===== config.mk =====
export PLATFORM = sky130hd
export DESIGN_NAME = char_entity_reference_lexer_flat
export DESIGN_NICKNAME = d
export VERILOG_FILES = /design/src/design/cerl_pkg.sv /design/src/design/cerl_if.sv /design/src/design/cerl_front.sv /design/src/design/cerl_queue.sv /design/src/design/cerl_back.sv /design/src/design/char_entity_reference_lexer.sv /design/src/flat_wrapper.sv
export SDC_FILE = /design/constraint.sdc
export NUM_CORES = 1
export LEC_CHECK = 0
export BUFFER_PORTS_ARGS = -buffer_cell sky130_fd_sc_hd__buf_2
export CAP_MARGIN = 15
export CORE_ASPECT_RATIO = 0.7
export CORE_MARGIN = 5
export CORE_UTILIZATION = 57
export CTS_BUF_LIST = sky130_fd_sc_hd__clkbuf_8
export DETAILED_ROUTE_END_ITERATION = 8
export HOLD_SLACK_MARGIN = 0.12
export PLACE_DENSITY = 0.79
export SETUP_SLACK_MARGIN = 0.15
export SYNTH_ARGS = -nofsm -noshare
export SYNTH_HDL_FRONTEND = slang
export SYNTH_SLANG_ARGS = --single-unit

===== constraint.sdc =====
create_clock -name clk -period 3.4 [get_ports clk]
set_input_delay 0.51 -clock clk [delete_from_list [all_inputs] [get_ports clk]]
set_output_delay 0.51 -clock clk [all_outputs]
set_load 0.01 [all_outputs]

===== src/design/cerl_pkg.sv =====
// Shared types and constants for the character entity reference lexer.
// Holds state codes, character classes, completion kinds and the queue item.
// No dependencies.
`default_nettype none

package cerl_pkg;

  // Width of the numeric accumulator.
  localparam int VALUE_BITS = 32;
  localparam int OUT_VALUE_W = 32;

  typedef logic [3:0] lex_state_t;

  localparam lex_state_t ST_REJECT    = 4'd0;
  localparam lex_state_t ST_START     = 4'd1;
  localparam lex_state_t ST_AMP       = 4'd2;
  localparam lex_state_t ST_NAME      = 4'd3;
  localparam lex_state_t ST_NAME_DONE = 4'd4;
  localparam lex_state_t ST_HASH      = 4'd5;
  localparam lex_state_t ST_DEC       = 4'd6;
  localparam lex_state_t ST_HEX_X     = 4'd7;
  localparam lex_state_t ST_HEX       = 4'd8;
  localparam lex_state_t ST_NUM_DONE  = 4'd9;

  typedef enum logic [2:0] {
    CLS_NONE   = 3'd0,
    CLS_AMP    = 3'd1,
    CLS_LETTER = 3'd2,
    CLS_SEMI   = 3'd3,
    CLS_HASH   = 3'd4,
    CLS_XCHAR  = 3'd5,
    CLS_HEXL   = 3'd6,
    CLS_DIGIT  = 3'd7
  } char_class_t;

  typedef logic [1:0] done_kind_t;

  localparam done_kind_t DONE_NONE    = 2'd0;
  localparam done_kind_t DONE_NAMED   = 2'd1;
  localparam done_kind_t DONE_NUMERIC = 2'd2;

  localparam logic ACT_FEED    = 1'b0;
  localparam logic ACT_RESTART = 1'b1;

  // One classified request as it travels from the front to the back.
  typedef struct packed {
    logic        action;
    char_class_t cls;
    logic [3:0]  digit;
  } lex_item_t;

endpackage : cerl_pkg

`default_nettype wire


===== src/design/cerl_if.sv =====
// Valid/ready channel interfaces of the entity reference lexer.
// Depends on nothing but the field widths of the block.
`default_nettype none

interface cerl_in_if;
  logic       valid;
  logic       ready;
  logic       action;
  logic [7:0] code_unit;

  modport source (output valid, output action, output code_unit, input ready);
  modport sink (input valid, input action, input code_unit, output ready);
endinterface : cerl_in_if

interface cerl_out_if;
  logic        valid;
  logic        ready;
  logic [3:0]  state_now;
  logic [1:0]  done_kind;
  logic [31:0] numeric_value;
  logic        too_big;

  modport source (output valid, output state_now, output done_kind,
                  output numeric_value, output too_big, input ready);
  modport sink (input valid, input state_now, input done_kind,
                input numeric_value, input too_big, output ready);
endinterface : cerl_out_if

`default_nettype wire


===== src/design/cerl_front.sv =====
// Front part: accepts input requests, classifies the character and
// extracts its digit value into a registered item. Uses cerl_pkg and cerl_in_if.
`default_nettype none

module cerl_front (
  input  wire logic            clk,
  input  wire logic            rst_n,
  cerl_in_if.sink              in_ch,
  output cerl_pkg::lex_item_t  item_o,
  output logic                 item_valid_o,
  input  wire logic            item_ready_i
);

  logic                valid_r;
  cerl_pkg::lex_item_t item_r;
  cerl_pkg::lex_item_t item_nxt;
  logic                take;

  function automatic cerl_pkg::char_class_t classify(input logic [7:0] c);
    cerl_pkg::char_class_t cls;
    cls = cerl_pkg::CLS_NONE;
    if (c == 8'h26) cls = cerl_pkg::CLS_AMP;
    else if (c == 8'h3B) cls = cerl_pkg::CLS_SEMI;
    else if (c == 8'h23) cls = cerl_pkg::CLS_HASH;
    else if (c == 8'h78 || c == 8'h58) cls = cerl_pkg::CLS_XCHAR;
    else if (c >= 8'h30 && c <= 8'h39) cls = cerl_pkg::CLS_DIGIT;
    else if ((c >= 8'h61 && c <= 8'h66) || (c >= 8'h41 && c <= 8'h46))
      cls = cerl_pkg::CLS_HEXL;
    else if ((c >= 8'h61 && c <= 8'h7A) || (c >= 8'h41 && c <= 8'h5A))
      cls = cerl_pkg::CLS_LETTER;
    return cls;
  endfunction

  always_comb begin
    item_nxt.action = in_ch.action;
    item_nxt.cls    = classify(in_ch.code_unit);
    // Letters a-f and A-F share their low nibble, offset by nine from the value.
    if (item_nxt.cls == cerl_pkg::CLS_DIGIT) begin
      item_nxt.digit = in_ch.code_unit[3:0];
    end else begin
      item_nxt.digit = in_ch.code_unit[3:0] + 4'd9;
    end
  end

  assign in_ch.ready  = !valid_r || item_ready_i;
  assign take         = in_ch.valid && in_ch.ready;
  assign item_o       = item_r;
  assign item_valid_o = valid_r;

  always_ff @(posedge clk) begin
    if (!rst_n) begin
      valid_r <= 1'b0;
    end else if (in_ch.ready) begin
      valid_r <= in_ch.valid;
    end
    if (take) begin
      item_r <= item_nxt;
    end
  end

endmodule : cerl_front

`default_nettype wire


===== src/design/cerl_queue.sv =====
// Two-entry queue of classified items between front and back.
// Uses cerl_pkg for the item type.
`default_nettype none

module cerl_queue (
  input  wire logic                 clk,
  input  wire logic                 rst_n,
  input  wire cerl_pkg::lex_item_t  push_item_i,
  input  wire logic                 push_valid_i,
  output logic                      push_ready_o,
  output cerl_pkg::lex_item_t       pop_item_o,
  output logic                      pop_valid_o,
  input  wire logic                 pop_ready_i
);

  cerl_pkg::lex_item_t slots_r [2];
  logic                wr_ptr_r;
  logic                rd_ptr_r;
  logic [1:0]          count_r;
  logic                push;
  logic                pop;

  assign push_ready_o = (count_r != 2'd2);
  assign pop_valid_o  = (count_r != 2'd0);
  assign pop_item_o   = slots_r[rd_ptr_r];
  assign push         = push_valid_i && push_ready_o;
  assign pop          = pop_valid_o && pop_ready_i;

  always_ff @(posedge clk) begin
    if (!rst_n) begin
      wr_ptr_r <= 1'b0;
      rd_ptr_r <= 1'b0;
      count_r  <= 2'd0;
    end else begin
      if (push) wr_ptr_r <= !wr_ptr_r;
      if (pop) rd_ptr_r <= !rd_ptr_r;
      if (push && !pop) count_r <= count_r + 2'd1;
      else if (pop && !push) count_r <= count_r - 2'd1;
    end
    if (push) begin
      slots_r[wr_ptr_r] <= push_item_i;
    end
  end

endmodule : cerl_queue

`default_nettype wire


===== src/design/cerl_back.sv =====
// Back part: runs the entity automaton and the numeric accumulator on
// classified items, and holds the result register. Uses cerl_pkg and cerl_out_if.
`default_nettype none

module cerl_back (
  input  wire logic                 clk,
  input  wire logic                 rst_n,
  input  wire cerl_pkg::lex_item_t  item_i,
  input  wire logic                 item_valid_i,
  output logic                      item_ready_o,
  cerl_out_if.source                out_ch
);

  localparam int VW = cerl_pkg::VALUE_BITS;
  localparam int WW = cerl_pkg::VALUE_BITS + 4;

  cerl_pkg::lex_state_t state_r, state_nxt, trans;
  logic [VW-1:0]        accum_r, accum_nxt;
  logic                 ovf_r, ovf_nxt;
  cerl_pkg::done_kind_t done_nxt;
  logic                 out_valid_r;
  cerl_pkg::lex_state_t out_state_r;
  cerl_pkg::done_kind_t out_done_r;
  logic [VW-1:0]        out_value_r;
  logic                 out_ovf_r;
  logic [WW-1:0]        dec_sum;
  logic [WW-1:0]        hex_sum;
  logic                 pop;

  function automatic cerl_pkg::lex_state_t next_state(
    input cerl_pkg::lex_state_t s, input cerl_pkg::char_class_t c);
    cerl_pkg::lex_state_t n;
    n = cerl_pkg::ST_REJECT;
    unique case (s)
      cerl_pkg::ST_START: begin
        if (c == cerl_pkg::CLS_AMP) n = cerl_pkg::ST_AMP;
      end
      cerl_pkg::ST_AMP: begin
        case (c) inside
          cerl_pkg::CLS_LETTER, cerl_pkg::CLS_XCHAR, cerl_pkg::CLS_HEXL:
            n = cerl_pkg::ST_NAME;
          cerl_pkg::CLS_HASH: n = cerl_pkg::ST_HASH;
          default: n = cerl_pkg::ST_REJECT;
        endcase
      end
      cerl_pkg::ST_NAME: begin
        case (c) inside
          cerl_pkg::CLS_LETTER, cerl_pkg::CLS_XCHAR, cerl_pkg::CLS_HEXL,
          cerl_pkg::CLS_DIGIT: n = cerl_pkg::ST_NAME;
          cerl_pkg::CLS_SEMI: n = cerl_pkg::ST_NAME_DONE;
          default: n = cerl_pkg::ST_REJECT;
        endcase
      end
      cerl_pkg::ST_HASH: begin
        case (c)
          cerl_pkg::CLS_XCHAR: n = cerl_pkg::ST_HEX_X;
          cerl_pkg::CLS_DIGIT: n = cerl_pkg::ST_DEC;
          default: n = cerl_pkg::ST_REJECT;
        endcase
      end
      cerl_pkg::ST_DEC: begin
        case (c)
          cerl_pkg::CLS_SEMI:  n = cerl_pkg::ST_NUM_DONE;
          cerl_pkg::CLS_DIGIT: n = cerl_pkg::ST_DEC;
          default: n = cerl_pkg::ST_REJECT;
        endcase
      end
      cerl_pkg::ST_HEX_X: begin
        case (c) inside
          cerl_pkg::CLS_HEXL, cerl_pkg::CLS_DIGIT: n = cerl_pkg::ST_HEX;
          default: n = cerl_pkg::ST_REJECT;
        endcase
      end
      cerl_pkg::ST_HEX: begin
        case (c) inside
          cerl_pkg::CLS_SEMI: n = cerl_pkg::ST_NUM_DONE;
          cerl_pkg::CLS_HEXL, cerl_pkg::CLS_DIGIT: n = cerl_pkg::ST_HEX;
          default: n = cerl_pkg::ST_REJECT;
        endcase
      end
      default: n = cerl_pkg::ST_REJECT;
    endcase
    return n;
  endfunction

  // Exact value of accum * base + digit; anything above the low VW bits is overflow.
  assign dec_sum = (WW'(accum_r) << 3) + (WW'(accum_r) << 1) + WW'(item_i.digit);
  assign hex_sum = {accum_r, item_i.digit};
  assign trans   = next_state(state_r, item_i.cls);

  always_comb begin
    state_nxt = state_r;
    accum_nxt = accum_r;
    ovf_nxt   = ovf_r;
    done_nxt  = cerl_pkg::DONE_NONE;
    if (item_i.action == cerl_pkg::ACT_RESTART) begin
      state_nxt = cerl_pkg::ST_START;
    end else begin
      state_nxt = trans;
      case (trans)
        cerl_pkg::ST_NAME_DONE: done_nxt = cerl_pkg::DONE_NAMED;
        cerl_pkg::ST_HASH: begin
          accum_nxt = '0;
          ovf_nxt   = 1'b0;
        end
        cerl_pkg::ST_DEC: begin
          accum_nxt = dec_sum[VW-1:0];
          if (dec_sum[WW-1:VW] != '0) ovf_nxt = 1'b1;
        end
        cerl_pkg::ST_HEX: begin
          accum_nxt = hex_sum[VW-1:0];
          if (hex_sum[WW-1:VW] != '0) ovf_nxt = 1'b1;
        end
        cerl_pkg::ST_NUM_DONE: done_nxt = cerl_pkg::DONE_NUMERIC;
        default: ;
      endcase
    end
  end

  assign item_ready_o = !out_valid_r || out_ch.ready;
  assign pop          = item_valid_i && item_ready_o;

  always_ff @(posedge clk) begin
    if (!rst_n) begin
      state_r     <= cerl_pkg::ST_START;
      accum_r     <= '0;
      ovf_r       <= 1'b0;
      out_valid_r <= 1'b0;
    end else begin
      if (item_ready_o) out_valid_r <= item_valid_i;
      if (pop) begin
        state_r <= state_nxt;
        accum_r <= accum_nxt;
        ovf_r   <= ovf_nxt;
      end
    end
    if (pop) begin
      out_state_r <= state_nxt;
      out_done_r  <= done_nxt;
      out_value_r <= accum_nxt;
      out_ovf_r   <= ovf_nxt;
    end
  end

  assign out_ch.valid         = out_valid_r;
  assign out_ch.state_now     = out_state_r;
  assign out_ch.done_kind     = out_done_r;
  assign out_ch.numeric_value = cerl_pkg::OUT_VALUE_W'(out_value_r);
  assign out_ch.too_big       = out_ovf_r;

endmodule : cerl_back

`default_nettype wire


===== src/design/char_entity_reference_lexer.sv =====
// Top level of the character entity reference lexer.
// Instantiates cerl_front, cerl_queue and cerl_back; uses cerl_pkg and cerl_if.
//
// Usage: each request on in_ch carries an action (feed a character or restart
// the automaton) and an 8-bit code unit. Every accepted request yields exactly
// one result on out_ch with the automaton state, the completion kind
// (none, named or numeric entity), the accumulated numeric value and the
// sticky overflow flag.
// Both channels use valid/ready; a transfer happens when both are high.
// Throughput is one request per clock while out_ch does not stall. A request
// passes in order through the classify register, the two-entry queue and the
// result register. The automaton step and the multiply-by-ten-or-sixteen add
// sit in the back stage.
// When out_ch stalls, the result register holds, the queue fills and then
// in_ch.ready drops; nothing is lost or repeated.
// Reset (rst_n low, synchronous) empties the pipeline and puts the automaton
// in its start state with a zero value and a clear overflow flag.
`default_nettype none

module char_entity_reference_lexer (
  input  wire logic clk,
  input  wire logic rst_n,
  cerl_in_if.sink   in_ch,
  cerl_out_if.source out_ch
);

  cerl_pkg::lex_item_t front_item;
  logic                front_valid;
  logic                front_ready;
  cerl_pkg::lex_item_t back_item;
  logic                back_valid;
  logic                back_ready;

  cerl_front u_front (
    .clk          (clk),
    .rst_n        (rst_n),
    .in_ch        (in_ch),
    .item_o       (front_item),
    .item_valid_o (front_valid),
    .item_ready_i (front_ready)
  );

  cerl_queue u_queue (
    .clk          (clk),
    .rst_n        (rst_n),
    .push_item_i  (front_item),
    .push_valid_i (front_valid),
    .push_ready_o (front_ready),
    .pop_item_o   (back_item),
    .pop_valid_o  (back_valid),
    .pop_ready_i  (back_ready)
  );

  cerl_back u_back (
    .clk          (clk),
    .rst_n        (rst_n),
    .item_i       (back_item),
    .item_valid_i (back_valid),
    .item_ready_o (back_ready),
    .out_ch       (out_ch)
  );

endmodule : char_entity_reference_lexer

`default_nettype wire


===== src/flat_wrapper.sv =====
// flat-port wrapper written by rule: the top's interface ports become plain ports
module char_entity_reference_lexer_flat 
  (clk, rst_n, in_ch_valid, in_ch_action, in_ch_code_unit, in_ch_ready, out_ch_valid, out_ch_state_now, out_ch_done_kind, out_ch_numeric_value, out_ch_too_big, out_ch_ready);
  cerl_in_if in_ch_i ();
  cerl_out_if out_ch_i ();
  input  wire logic clk;
  input  wire logic rst_n;
  input wire logic [$bits(in_ch_i.valid)-1:0] in_ch_valid;
  input wire logic [$bits(in_ch_i.action)-1:0] in_ch_action;
  input wire logic [$bits(in_ch_i.code_unit)-1:0] in_ch_code_unit;
  output wire logic [$bits(in_ch_i.ready)-1:0] in_ch_ready;
  output wire logic [$bits(out_ch_i.valid)-1:0] out_ch_valid;
  output wire logic [$bits(out_ch_i.state_now)-1:0] out_ch_state_now;
  output wire logic [$bits(out_ch_i.done_kind)-1:0] out_ch_done_kind;
  output wire logic [$bits(out_ch_i.numeric_value)-1:0] out_ch_numeric_value;
  output wire logic [$bits(out_ch_i.too_big)-1:0] out_ch_too_big;
  input wire logic [$bits(out_ch_i.ready)-1:0] out_ch_ready;
  assign in_ch_i.valid = in_ch_valid;
  assign in_ch_i.action = in_ch_action;
  assign in_ch_i.code_unit = in_ch_code_unit;
  assign in_ch_ready = in_ch_i.ready;
  assign out_ch_valid = out_ch_i.valid;
  assign out_ch_state_now = out_ch_i.state_now;
  assign out_ch_done_kind = out_ch_i.done_kind;
  assign out_ch_numeric_value = out_ch_i.numeric_value;
  assign out_ch_too_big = out_ch_i.too_big;
  assign out_ch_i.ready = out_ch_ready;
  char_entity_reference_lexer u_core (.clk(clk), .rst_n(rst_n), .in_ch(in_ch_i), .out_ch(out_ch_i));
endmodule

# After elaboration in Yosys (flattened, before gate mapping)

Memory sizes are Yosys's and may differ from the RTL's. A register that Yosys moved wholly into a read port is not among the register bits.
Cells that the tools add are included.

Bits in registers: 90
Output and inout bits: 41
Memories: 1
Input port bits: 13
RAM bits: 16
Word-level logic and storage cells: 115

Memory list:

| memory                 | words | bits a word | read ports | clocked after memory_dff | wr ports | RTL line         | RTL |
|---|---|---|---|---|---|---|---|
| u_core.u_queue.slots_r | 2     | 8           | 1          | 1                        | 1        | cerl_queue.sv:16 | `cerl_pkg::lex_item_t slots_r [2];` |

$add $sub $neg: 5
Reduce and logical (&&, ||, !) cells: 28
Order comparisons: 8
Multiplexer cells: 32
Equality and inequality tests: 26

Operators by type and width:

| operator             | number |
|---|---|
| $pmux W32 S3         | 1 |
| $add A35 B33 Y36     | 1 |
| $add A36 B4 Y36      | 1 |
| $le A8 B7 Y1 const B | 4 |
| $mux W32             | 1 |
| $pmux W4 S7          | 1 |
| $mux W3              | 9 |
| $eq A4 B3 Y1 const B | 6 |
| $eq A8 B6 Y1 const B | 3 |
| $mux W4              | 5 |
| $eq A8 B7 Y1 const B | 2 |
| $ge A8 B7 Y1 const B | 2 |
| $eq A3 B3 Y1 const B | 5 |
| $eq A4 B4 Y1 const B | 3 |
| $logic_and A1 B1 Y1  | 10 |
| $eq A4 B2 Y1 const B | 2 |
| $ge A8 B6 Y1 const B | 1 |
| $le A8 B6 Y1 const B | 1 |
| $mux W2              | 4 |
| $pmux W4 S2          | 1 |
| $reduce_bool A4 Y1   | 2 |
| $mux W1              | 7 |
| $eq A3 B2 Y1 const B | 2 |
| $logic_not A1 Y1     | 6 |
| 14 further kinds     | 19 |

# Longest topological paths before layout

Gate-level depths: netlist of the first run.

Word-level depth: 12
Mapped depth: 15
Mapped depth without buffers: 14

# Cells and area by module

From an unflattened synthesis of the first run, not the netlist that was laid out.

Cells, all modules: 725
Area total of the unflattened synthesis: 7091.8 sq um

By module, submodules not included:

| module     | cells an instance | area an instance (sq um) | seq. area each (sq um) | times used |
|---|---|---|---|---|
| cerl_back  | 609               | 5602.9                   | 1931.9                 | 1 |
| cerl_queue | 50                | 809.5                    | 580.6                  | 1 |
| cerl_front | 66                | 679.4                    | 260.2                  | 1 |

# Worst setup path before layout of the first run

No wires, ideal clock.

Kind: reg-to-reg
From: reg (tool-made name)
To: reg u_core.u_back.out_ovf_r, in the netlist u_core.u_back.out_ch.too_big, data pin
Buffers on the path: 1
Path slack: -0.224 ns
Stages on the path, launching flop included: 16
Library setup time: 0.254 ns
Arrival: 3.370 ns
Clock period less this slack: 3.624 ns
Data required time: 3.146 ns
Path through: dfxtp_1 > buf_6 > mux2_2 > ha_1 > ha_1 > inv_1 > fa_1 > nor2b_1 > o2111ai_1 > a211oi_1 > o21a_1 > o31ai_1 > o41ai_1 > xnor2_1 > a31oi_1 > a21o_1

RTL lines:

| item                 | RTL line         | RTL |
|---|---|---|
| end signal, assigned | cerl_back.sv:141 | `out_ovf_r <= ovf_nxt;` |
| end, declared        | cerl_back.sv:25  | `logic out_ovf_r;` |

==> reports/qor.yml, run 1 <==
avgSynthCellArea_um2: 9.67
worst_ep_required_time_ns: 3.56
die-area_mm2: 0.0147
vias: 5946
fin_crit_sh: 1.03
synth_top_area_frac: 0.268
synthArstFlopShare: 0
hold_path_end: "u_core.u_front.item_o[7]"
max_freq_mhz: 286
fin_nets: 879
ctsLongestPathBuffers: 2
layout_setup_ws_ns: -0.0979
drive_above_1_share: 0.231
synthMuxAreaShare: 0.0213
p_per_area_mw_per_mm2: 424
syn_area_mm2: 0.00706
netlist_instances: 730
skew_ns: 0.0154
synth_nets: 814
syn_to_final_growth_pct: 15.2
violations: "setup timing"
drc_errors: 0
grt_usage: 0.239
min_path_cells: 1
root_buffer: "clkbuf_8"
n_fill_cell: 944
yosysTopAreaCell: "edfxtp_1"
reg2reg_slack_ns: -0.1
hold_class: "in2reg"
slowest_stage: "edfxtp_1"
fin_cells: 962
worst_path_largest_cell_delay_ns: 0.41
finish.utilization: 0.661
viasPerCell: 6.18
synthFlopType: "edfxtp_1"
die_x_um: 143
cp.arrival_ns: 3.66
place_inst: 931
grt_pass1_vias: 5584
htree_levels: 3
power_leakage_nw: 3.35
drt-total-wl_um: 17600
crit_chain: "mux2_4 -> ha_4 -> ha_4 -> inv_2 -> fa_2 -> nor2b_4 -> o2111ai_4 -> a211oi_2 -> o21a_1 -> o31ai_4 -> o41ai_2 -> xnor2_1 -> a31oi_1 -> a21o_1"
drt_iter0_markers: 586
io_pins: 54
status: "finished with violations"
regToRegStartpoint: "u_core.u_queue.slots_r[0][2]"
cts_tree: "yes"
ys_ff_latch: 107
critPathCaptureType: "flop"
holdBufCountCts: 0
period_needed_ns: 3.50
synth_top_family_by_area: "compound AO/OA/AOI/OAI gates"
synth.yosys.seq_area_share: 0.393
path_common_cell: "ha_4"
firstDrtPassIters: 6
die_h_um: 103
slew_violations: 0
clkTransAtPathRegs_ns: 0.11
worstSetupStartpointType: "flop"
r2r_end: "u_core.u_back.out_ch.too_big"
avgRoutedWirePerCell_um: 18.3
antenna_found_initial: 0
vdd_drop_max_v: 0.000347
ant_nets: 0
grt_pass1_wl_um: 28100
start_util: 0.574
cts.sinks: 107
synthAdderAreaFrac: 0.128
holdCritStartpoint: "in_ch_action"
synth_warnings: 0
cts_buffers: 9
synth_area_leaders: "edfxtp_1 27%, dfxtp_1 12%, ha_1 12%"
worst_skew_pair.late_latency_ns: 0.40
synth_compound_area_frac: 0.238
cap_violations: 0
synth.distinct_cells: 71
setup_violations: 2
gr-total-overflow: 0
cp_max_fo: 3
grt_max_degree: 37
worst_pin_slew_ns: 0.657
hpwl_um: 12600
synth_edf_count: 63
hold_violations: 0
synth_xor_area_frac: 0.0484
rows: 34
crit_type: "reg2reg"
core-area_mm2: 0.0123
slew_headroom: 0.561
rsz0062_at_grt: "yes"
insertedDiodeCount: 0
io_buffer_count: 53
rr_worst_depth: 14
synthSimpleGateAreaFrac: 0.133
finalWeightedCongestion: 0.980
-- per-layer routing --
layer,wire length (µm),global-route usage,vias to the layer above
li1,-,-,2867
met1,8180,0.330,2841
met2,7970,0.376,213
met3,1270,0.0658,25
met4,182,0.0599,0
met5,0,0,-
-- state kept, by name, indices dropped and copies added, names as in the netlist, named ones only --
signal / count
u_core.u_front.item_valid_o: 1
u_core.u_back.out_ch.done_kind: 2
u_core.u_back.out_ch.valid: 1
u_core.u_queue.wr_ptr_r: 1
u_core.u_back.ovf_r: 1
u_core.u_back.out_ch.numeric_value: 32
u_core.u_front.item_o: 8
u_core.u_back.out_ch.too_big: 1
u_core.u_queue.slots_r: 16
u_core.u_back.accum_r: 32
u_core.u_queue.rd_ptr_r: 1
u_core.u_back.state_r: 4
u_core.u_back.out_ch.state_now: 4
u_core.u_queue.count_r: 2
-- cells in the mapped netlist, types with 6 or more instances --
| cell type | n |
|---|---|
| a211oi_1 | 8 |
| a211oi_2 | 18 |
| a21o_1 | 16 |
| a21oi_1 | 72 |
| a22oi_1 | 25 |
| a31oi_1 | 13 |
| buf_2 | 7 |
| clkbuf_1 | 21 |
| dfxtp_1 | 44 |
| edfxtp_1 | 63 |
| ha_1 | 69 |
| inv_1 | 17 |
| nand2_1 | 52 |
| nand2b_1 | 7 |
| nand3_1 | 13 |
| nand4_1 | 6 |
| nor2_1 | 79 |
| nor2b_1 | 6 |
| nor3_1 | 7 |
| o211ai_1 | 11 |
| o21a_1 | 10 |
| o21ai_0 | 42 |
| xnor2_1 | 22 |
| xor2_1 | 17 |
-- cells by family (layout without fill, tap and decap cells) --
family                   count (synthesis)  in the layout
multiplexers                            13             13
AND/OR/NAND/NOR                        198            198
AO/OA/AOI/OAI                          246            246
XOR/XNOR                                39             39
buffers and inverters                   56            126
flip-flops                             107            107
adder cells (fa/ha/maj)                 71             71
-- how the worst max path moves through the flow --
stage	from	to	depth (start not counted)
2_1_floorplan	flop	u_core.u_back.out_ch.too_big	13
3_3_place_gp	flop	u_core.u_back.out_ch.too_big	13
3_5_place_dp	flop	u_core.u_back.out_ch.too_big	13
4_1_cts	flop	u_core.u_back.out_ch.too_big	13
5_1_grt	flop	u_core.u_back.out_ch.too_big	13
6_report	u_core.u_queue.slots_r[0][2]	u_core.u_back.out_ch.too_big	14
-- report_power, final --
part	total [mW]	switching, mW	leakage [nW]	internal [mW]
registers	1.74	0.0879	0.968	1.65
logic	0.837	0.522	2.27	0.315
clock network	0.868	0.507	0.107	0.361
total	3.45	1.12	3.35	2.33
-- cells in the final DEF, fill, tap and decap left out, drive strengths merged, types with 4 or more instances in the layout --
cell type	count
dfxtp	44
a21o	16
o21ai	45
ha	69
o21a	10
xor2	17
nand2b	7
o21bai	4
mux2	7
mux2i	6
nor3	7
a22oi	25
xnor2	22
edfxtp	63
a211oi	26
nor2	79
a21oi	74
a31oi	13
and3	5
buf	91
nand3	13
nor2b	6
nand2	55
inv	21
o211ai	12
nand4	6
clkbuf	9
-- critical path, delay by kind of cell (launching register included) --
family	cells	cell delay (ns)
compound gates	7	1.37
xor+xnor	1	0.16
fa+ha+maj	3	0.80
buf+inv	1	0.04
flops	1	0.41
mux	1	0.32
simple gates	1	0.16
-- layout make-up --
class,count,area [µm²],area share
Tap cell,162,203,0.0249
Inverter,19,71.3,0.00877
Clock inverter,7,93.8,0.0115
Clock buffer,9,124,0.0152
Timing Repair Buffer,91,566,0.0695
Sequential cell,107,2780,0.342
Multi-Input combinational cell,567,4300,0.528
-- timing repair --
action                                  in CTS  in global routing
setup buffers                               10                  5
hold endpoints to repair                     0                  0
gates resized for setup                     18                 29
endpoints found under the setup margin      20                 48
pin swaps                                   15                 32
-- per-stage QoR --
stage	setup TNS [ns]	power, mW	instance area [µm²]	hold slack [ns]	setup slack [ns]
2_1_floorplan	0	2.26	7140	0.421	0.105
3_3_place_gp	0	2.54	7580	0.423	0.0171
3_5_place_dp	-0.241	2.58	7580	0.436	-0.131
4_1_cts	-0.00972	3.45	7960	0.272	-0.00972
5_1_grt	-1.28	3.61	8130	0.261	-0.185
6_report	-0.131	3.45	8130	0.285	-0.0979
Note: power is estimated with default switching activity, not from simulation.
==> run 2: changes to the inputs <==
Settings changed: SKIP_CTS_REPAIR_TIMING from default to 1.
==> reports/qor.yml, run 2 (synthesis results as in run 1) <==
grt_util_met2: 0.362  # was 0.376
ant_nets: 0  # unchanged
gr-total-overflow: 0  # unchanged
rsz0062_at_grt: "yes"  # unchanged
layout_commonest_cell: "nor2_1"  # unchanged
vdd_drop_max_v: 0.000346  # was 0.000347 V
syn_to_final_growth_pct: 13.6  # was 15.2%
die-area_mm2: 0.0147  # unchanged
skew_ns: 0.0147  # was 0.0154 ns
root_buffer: "clkbuf_8"  # unchanged
insertedDiodeCount: 0  # unchanged
holdCritStartpoint: "in_ch_action"  # unchanged
io_buffer_count: 53  # unchanged
hpwl_um: 12600  # unchanged
min_path_cells: 1  # unchanged
rows: 34  # unchanged
slew_violations: 0  # unchanged
vias: 5898  # was 5946
drt_iter0_markers: 537  # was 586
ctsLongestPathBuffers: 2  # unchanged
slew_headroom: 0.559  # was 0.561
avgRoutedWirePerCell_um: 18.1  # was 18.3 µm
p_per_area_mw_per_mm2: 427  # was 424 mW/mm²
critPathCaptureType: "flop"  # unchanged
clkTransAtPathRegs_ns: 0.11  # about the same
cp.arrival_ns: 3.71  # was 3.66 ns
cap_violations: 0  # unchanged
violations: "setup timing"  # unchanged
drt-total-wl_um: 17300  # was 17600 µm
met1_usage: 0.324  # was 0.330
layout_setup_ws_ns: -0.155  # was -0.0979 ns
cts_buffers: 9  # unchanged
period_needed_ns: 3.56  # was 3.50 ns
grt_pass1_vias: 5520  # was 5584
cp_max_fo: 3  # unchanged
dpl-instance-area_mm2: 0.00758  # unchanged
firstDrtPassIters: 5  # was 6
power_leakage_nw: 3.27  # was 3.35 nW
worst_skew_pair.late_latency_ns: 0.40  # about the same
fin_crit_sh: 1.05  # was 1.03
finalWeightedCongestion: 0.980  # unchanged
io_pins: 54  # unchanged
n_fill_cell: 968  # was 944
reg2reg_slack_ns: -0.16  # was -0.1 ns
drc_errors: 0  # unchanged
htree_levels: 3  # unchanged
max_freq_mhz: 281  # was 286 MHz
die_x_um: 143  # unchanged
grt_max_degree: 37  # unchanged
cts.sinks: 107  # unchanged
grt_pass1_wl_um: 27600  # was 28100 µm
die_h_um: 103  # unchanged
drive_above_1_share: 0.215  # was 0.231
fin_nets: 870  # was 879
fin_area_mm2: 0.00802  # was 0.00813 mm²
antenna_found_initial: 0  # unchanged
met3_usage: 0.0686  # was 0.0658
worstSetupStartpointType: "flop"  # unchanged
hold_path_end: "u_core.u_front.item_o[7]"  # unchanged
grt_busiest_layer: "met2"  # unchanged
hold_violations: 0  # unchanged
hold_class: "in2reg"  # unchanged
whs_ns: 0.290  # was 0.285 ns
grt_usage: 0.234  # was 0.239
rr_worst_depth: 13  # was 14
setup_violations: 4  # was 2
core-area_mm2: 0.0123  # unchanged
mostFrequentLayoutCells: "78 x nor2_1, 71 x a21oi_1, 66 x ha_1"  # was 77 x nor2_1, 68 x a21oi_1, 65 x ha_1
cts_tree: "yes"  # unchanged
viasPerCell: 6.19  # was 6.18
r2r_end: "u_core.u_back.out_ch.too_big"  # unchanged
p_total_mw: 3.42  # was 3.45 mW
start_util: 0.574  # unchanged
worst_pin_slew_ns: 0.658  # was 0.657 ns
worst_ep_required_time_ns: 3.56  # about the same
crit_type: "reg2reg"  # unchanged
status: "finished with violations"  # unchanged
==> run 2: cell types whose count changed in the layout (fill, tap and decap cells not counted), moves of 2 or more <==
cell     before  now
inv_2         3    1
buf_6         4    2
a21oi_1      68   71
buf_4        34   27
inv_1        15   17
mux2_4        5    3
a22oi_1      23   17
a21oi_2       4    2
a22oi_2       2    8
==> run 2: worst max path at each step <==
stage | endpoint | slack [ns] | cells past startpoint
6_report | u_core.u_back.out_ch.too_big | -0.16 | 13
5_1_grt | u_core.u_back.out_ch.too_big | -0.28 | 13
4_1_cts | u_core.u_back.out_ch.too_big | -0.17 | 13
3_5_place_dp | u_core.u_back.out_ch.too_big | -0.13 | 13
3_3_place_gp | u_core.u_back.out_ch.too_big | 0.02 | 13
2_1_floorplan | u_core.u_back.out_ch.too_big | 0.11 | 13
==> run 2: power by group <==
group | total, mW | switching, mW | internal [mW]
registers | 1.74 | 0.0866 | 1.65
logic | 0.820 | 0.513 | 0.307
clock network | 0.862 | 0.501 | 0.361
total | 3.42 | 1.10 | 2.32
==> run 2: critical path, stage by stage (launching register included) <==
cell	delay [ns]
dfxtp_4	0.39
mux2i_4	0.25
fa_1	0.46
buf_4	0.15
fa_2	0.37
nor2b_4	0.16
o2111ai_4	0.14
a211oi_2	0.30
o21a_1	0.22
o31ai_4	0.09
o41ai_2	0.33
xnor2_1	0.16
a31oi_1	0.13
a21o_1	0.18
==> run 2: routing by layer <==
metal | share of wire | vias up
met5 | 0 | -
met4 | 0.0096 | 0
met3 | 0.077 | 16
met2 | 0.46 | 208
met1 | 0.46 | 2832
li1 | - | 2842
==> run 2: per-stage QoR <==
step / util / setup TNS, ns / cells / setup WS, ns
final: 0.652 / -0.254 / 953 / -0.155
after global routing: 0.652 / -2.38 / 953 / -0.282
after CTS: 0.635 / -0.428 / 947 / -0.168
after detailed placement: 0.617 / -0.241 / 931 / -0.131
after global placement: 0.617 / 0 / 931 / 0.0171
after floorplan: - / 0 / 730 / 0.105
==> run 2: cell type report <==
| type | count | area (µm²) | share of cell area |
|---|---|---|---|
| Clock buffer | 9 | 124 | 0.0155 |
| Clock inverter | 7 | 93.8 | 0.0117 |
| Inverter | 19 | 71.3 | 0.00890 |
| Multi-Input combinational cell | 567 | 4260 | 0.531 |
| Sequential cell | 107 | 2780 | 0.346 |
| Tap cell | 162 | 203 | 0.0253 |
| Timing Repair Buffer | 82 | 490 | 0.0612 |
==> run 3: changes to the inputs <==
--- a/config.mk
+++ b/config.mk
@@ -11,3 +11,3 @@
 export CORE_MARGIN = 5
-export CORE_UTILIZATION = 57
+export CORE_UTILIZATION = 23
 export CTS_BUF_LIST = sky130_fd_sc_hd__clkbuf_8
@@ -15,3 +15,3 @@
 export HOLD_SLACK_MARGIN = 0.12
-export PLACE_DENSITY = 0.79
+export PLACE_DENSITY = 0.39
 export SETUP_SLACK_MARGIN = 0.15
--- a/constraint.sdc
+++ b/constraint.sdc
@@ -3,2 +3,2 @@
 set_output_delay 0.51 -clock clk [all_outputs]
-set_load 0.01 [all_outputs]
+set_load 0.005 [all_outputs]
==> reports/qor.yml, run 3 (synthesis results as in run 1) <==
worst_ep_required_time_ns: 3.56  # about the same
cp_max_fo: 4  # was 3
io_buffer_count: 53  # unchanged
start_util: 0.234  # was 0.574
firstDrtPassIters: 4  # was 5
cp.arrival_ns: 3.73  # was 3.71 ns
fin_tns_setup_ns: -0.543  # was -0.254 ns
avgRoutedWirePerCell_um: 16.3  # was 18.1 µm
fin_crit_sh: 1.05  # about the same
ant_nets: 0  # unchanged
rr_worst_depth: 14  # was 13
grt_pass1_vias: 5411  # was 5520
grt_pass1_wl_um: 31100  # was 27600 µm
gr-total-overflow: 0  # unchanged
vdd_drop_max_v: 0.000284  # was 0.000346 V
slew_headroom: 0.304  # was 0.559
reg2reg_slack_ns: -0.16  # about the same
worst_skew_pair.late_latency_ns: 0.41  # was 0.40 ns
holdCritStartpoint: "in_ch_action"  # unchanged
critPathCaptureType: "flop"  # unchanged
fin_nets: 896  # was 870
insertedDiodeCount: 0  # unchanged
cts.sinks: 107  # unchanged
dp_slack_ns: -0.101  # was -0.131 ns
p_total_mw: 3.46  # was 3.42 mW
worstSetupStartpointType: "flop"  # unchanged
period_needed_ns: 3.56  # about the same
r2r_end: "u_core.u_back.out_ch.too_big"  # unchanged
viasPerCell: 4.68  # was 6.19
finish.utilization: 0.287  # was 0.652
ctsLongestPathBuffers: 2  # unchanged
cts_buffers: 9  # unchanged
grt_max_degree: 59  # was 37
max_freq_mhz: 281  # about the same
drive_above_1_share: 0.263  # was 0.215
die_x_um: 219  # was 143 µm
vias: 5747  # was 5898
rows: 53  # was 34
min_path_cells: 1  # unchanged
layout_setup_ws_ns: -0.163  # was -0.155 ns
io_pins: 54  # unchanged
finalWeightedCongestion: 0.833  # was 0.980
syn_to_final_growth_pct: 22.7  # was 13.6%
die-area_mm2: 0.0343  # was 0.0147 mm²
core-area_mm2: 0.0302  # was 0.0123 mm²
rsz0062_at_grt: "yes"  # unchanged
crit_type: "reg2reg"  # unchanged
status: "finished with violations"  # unchanged
cap_violations: 0  # unchanged
hold_violations: 0  # unchanged
grt_usage: 0.115  # was 0.234
drt_iter0_markers: 372  # was 537
violations: "setup timing"  # unchanged
cts_tree: "yes"  # unchanged
layout_commonest_cell: "nor2_1"  # unchanged
skew_ns: 0.0193  # was 0.0147 ns
die_h_um: 157  # was 103 µm
power_leakage_nw: 3.43  # was 3.27 nW
antenna_found_initial: 0  # unchanged
mostFrequentLayoutCells: "77 x nor2_1, 67 x a21oi_1, 65 x ha_1"  # was 78 x nor2_1, 71 x a21oi_1, 66 x ha_1
slew_violations: 0  # unchanged
root_buffer: "clkbuf_8"  # unchanged
htree_levels: 3  # unchanged
drc_errors: 0  # unchanged
setup_violations: 8  # was 4
hold_path_end: "u_core.u_front.item_o[7]"  # unchanged
hpwl_um: 14900  # was 12600 µm
worst_pin_slew_ns: 1.04  # was 0.658 ns
drt-total-wl_um: 20000  # was 17300 µm
p_per_area_mw_per_mm2: 400  # was 427 mW/mm²
hold_class: "in2reg"  # unchanged
clkTransAtPathRegs_ns: 0.13  # was 0.11 ns
==> run 3: per-stage QoR <==
stage	cells	hold WS, ns	instance area [µm²]
global route	1229	0.234	8660
floorplan	730	0.421	7140
global placement	1200	0.436	8080
CTS	1216	0.232	8310
detailed placement	1200	0.436	8080
finish	1229	0.266	8660
==> run 3: how the worst max path moves through the flow <==
stage / startpoint / endpoint / slack (ns)
6_report: flop / u_core.u_back.out_ch.too_big / -0.16
5_1_grt: flop / u_core.u_back.out_ch.too_big / -0.29
4_1_cts: flop / u_core.u_back.out_ch.numeric_value[28] / -0.14
3_5_place_dp: flop / u_core.u_back.out_ch.numeric_value[28] / -0.10
3_3_place_gp: flop / u_core.u_back.out_ch.numeric_value[28] / -0.07
2_1_floorplan: flop / u_core.u_back.out_ch.too_big / 0.11
==> run 3: layout make-up <==
class	instances	area (µm²)
Sequential cell	107	2780
Fill cell	3201	21500
Clock inverter	7	108
Clock buffer	9	124
Multi-Input combinational cell	567	4330
Tap cell	412	515
Inverter	19	71.3
Timing Repair Buffer	108	734
==> run 3: layer usage <==
| metal | vias to the layer above | GRT usage | part of all wire |
|---|---|---|---|
| met5 | - | 0 | 0 |
| met4 | 0 | 0.0287 | 0.015 |
| met3 | 20 | 0.0238 | 0.041 |
| met2 | 111 | 0.150 | 0.38 |
| met1 | 2721 | 0.187 | 0.57 |
| li1 | 2895 | - | - |
==> run 3: power breakdown <==
part | internal [mW] | total [mW] | switching (mW)
combinational | 0.308 | 0.780 | 0.472
clock | 0.369 | 0.914 | 0.546
sequential | 1.66 | 1.77 | 0.109
==> run 3: critical path, cell delays in order, from the launching register on <==
cell and delay [ns]:
dfxtp_4 0.40, mux2_4 0.33, ha_4 0.27, ha_4 0.12
inv_2 0.04, fa_2 0.38, nor2b_4 0.15, o2111ai_4 0.13
a211oi_2 0.30, o21a_1 0.23, o31ai_4 0.11, o41ai_2 0.37
xnor2_1 0.18, a31oi_2 0.13, a21o_1 0.17
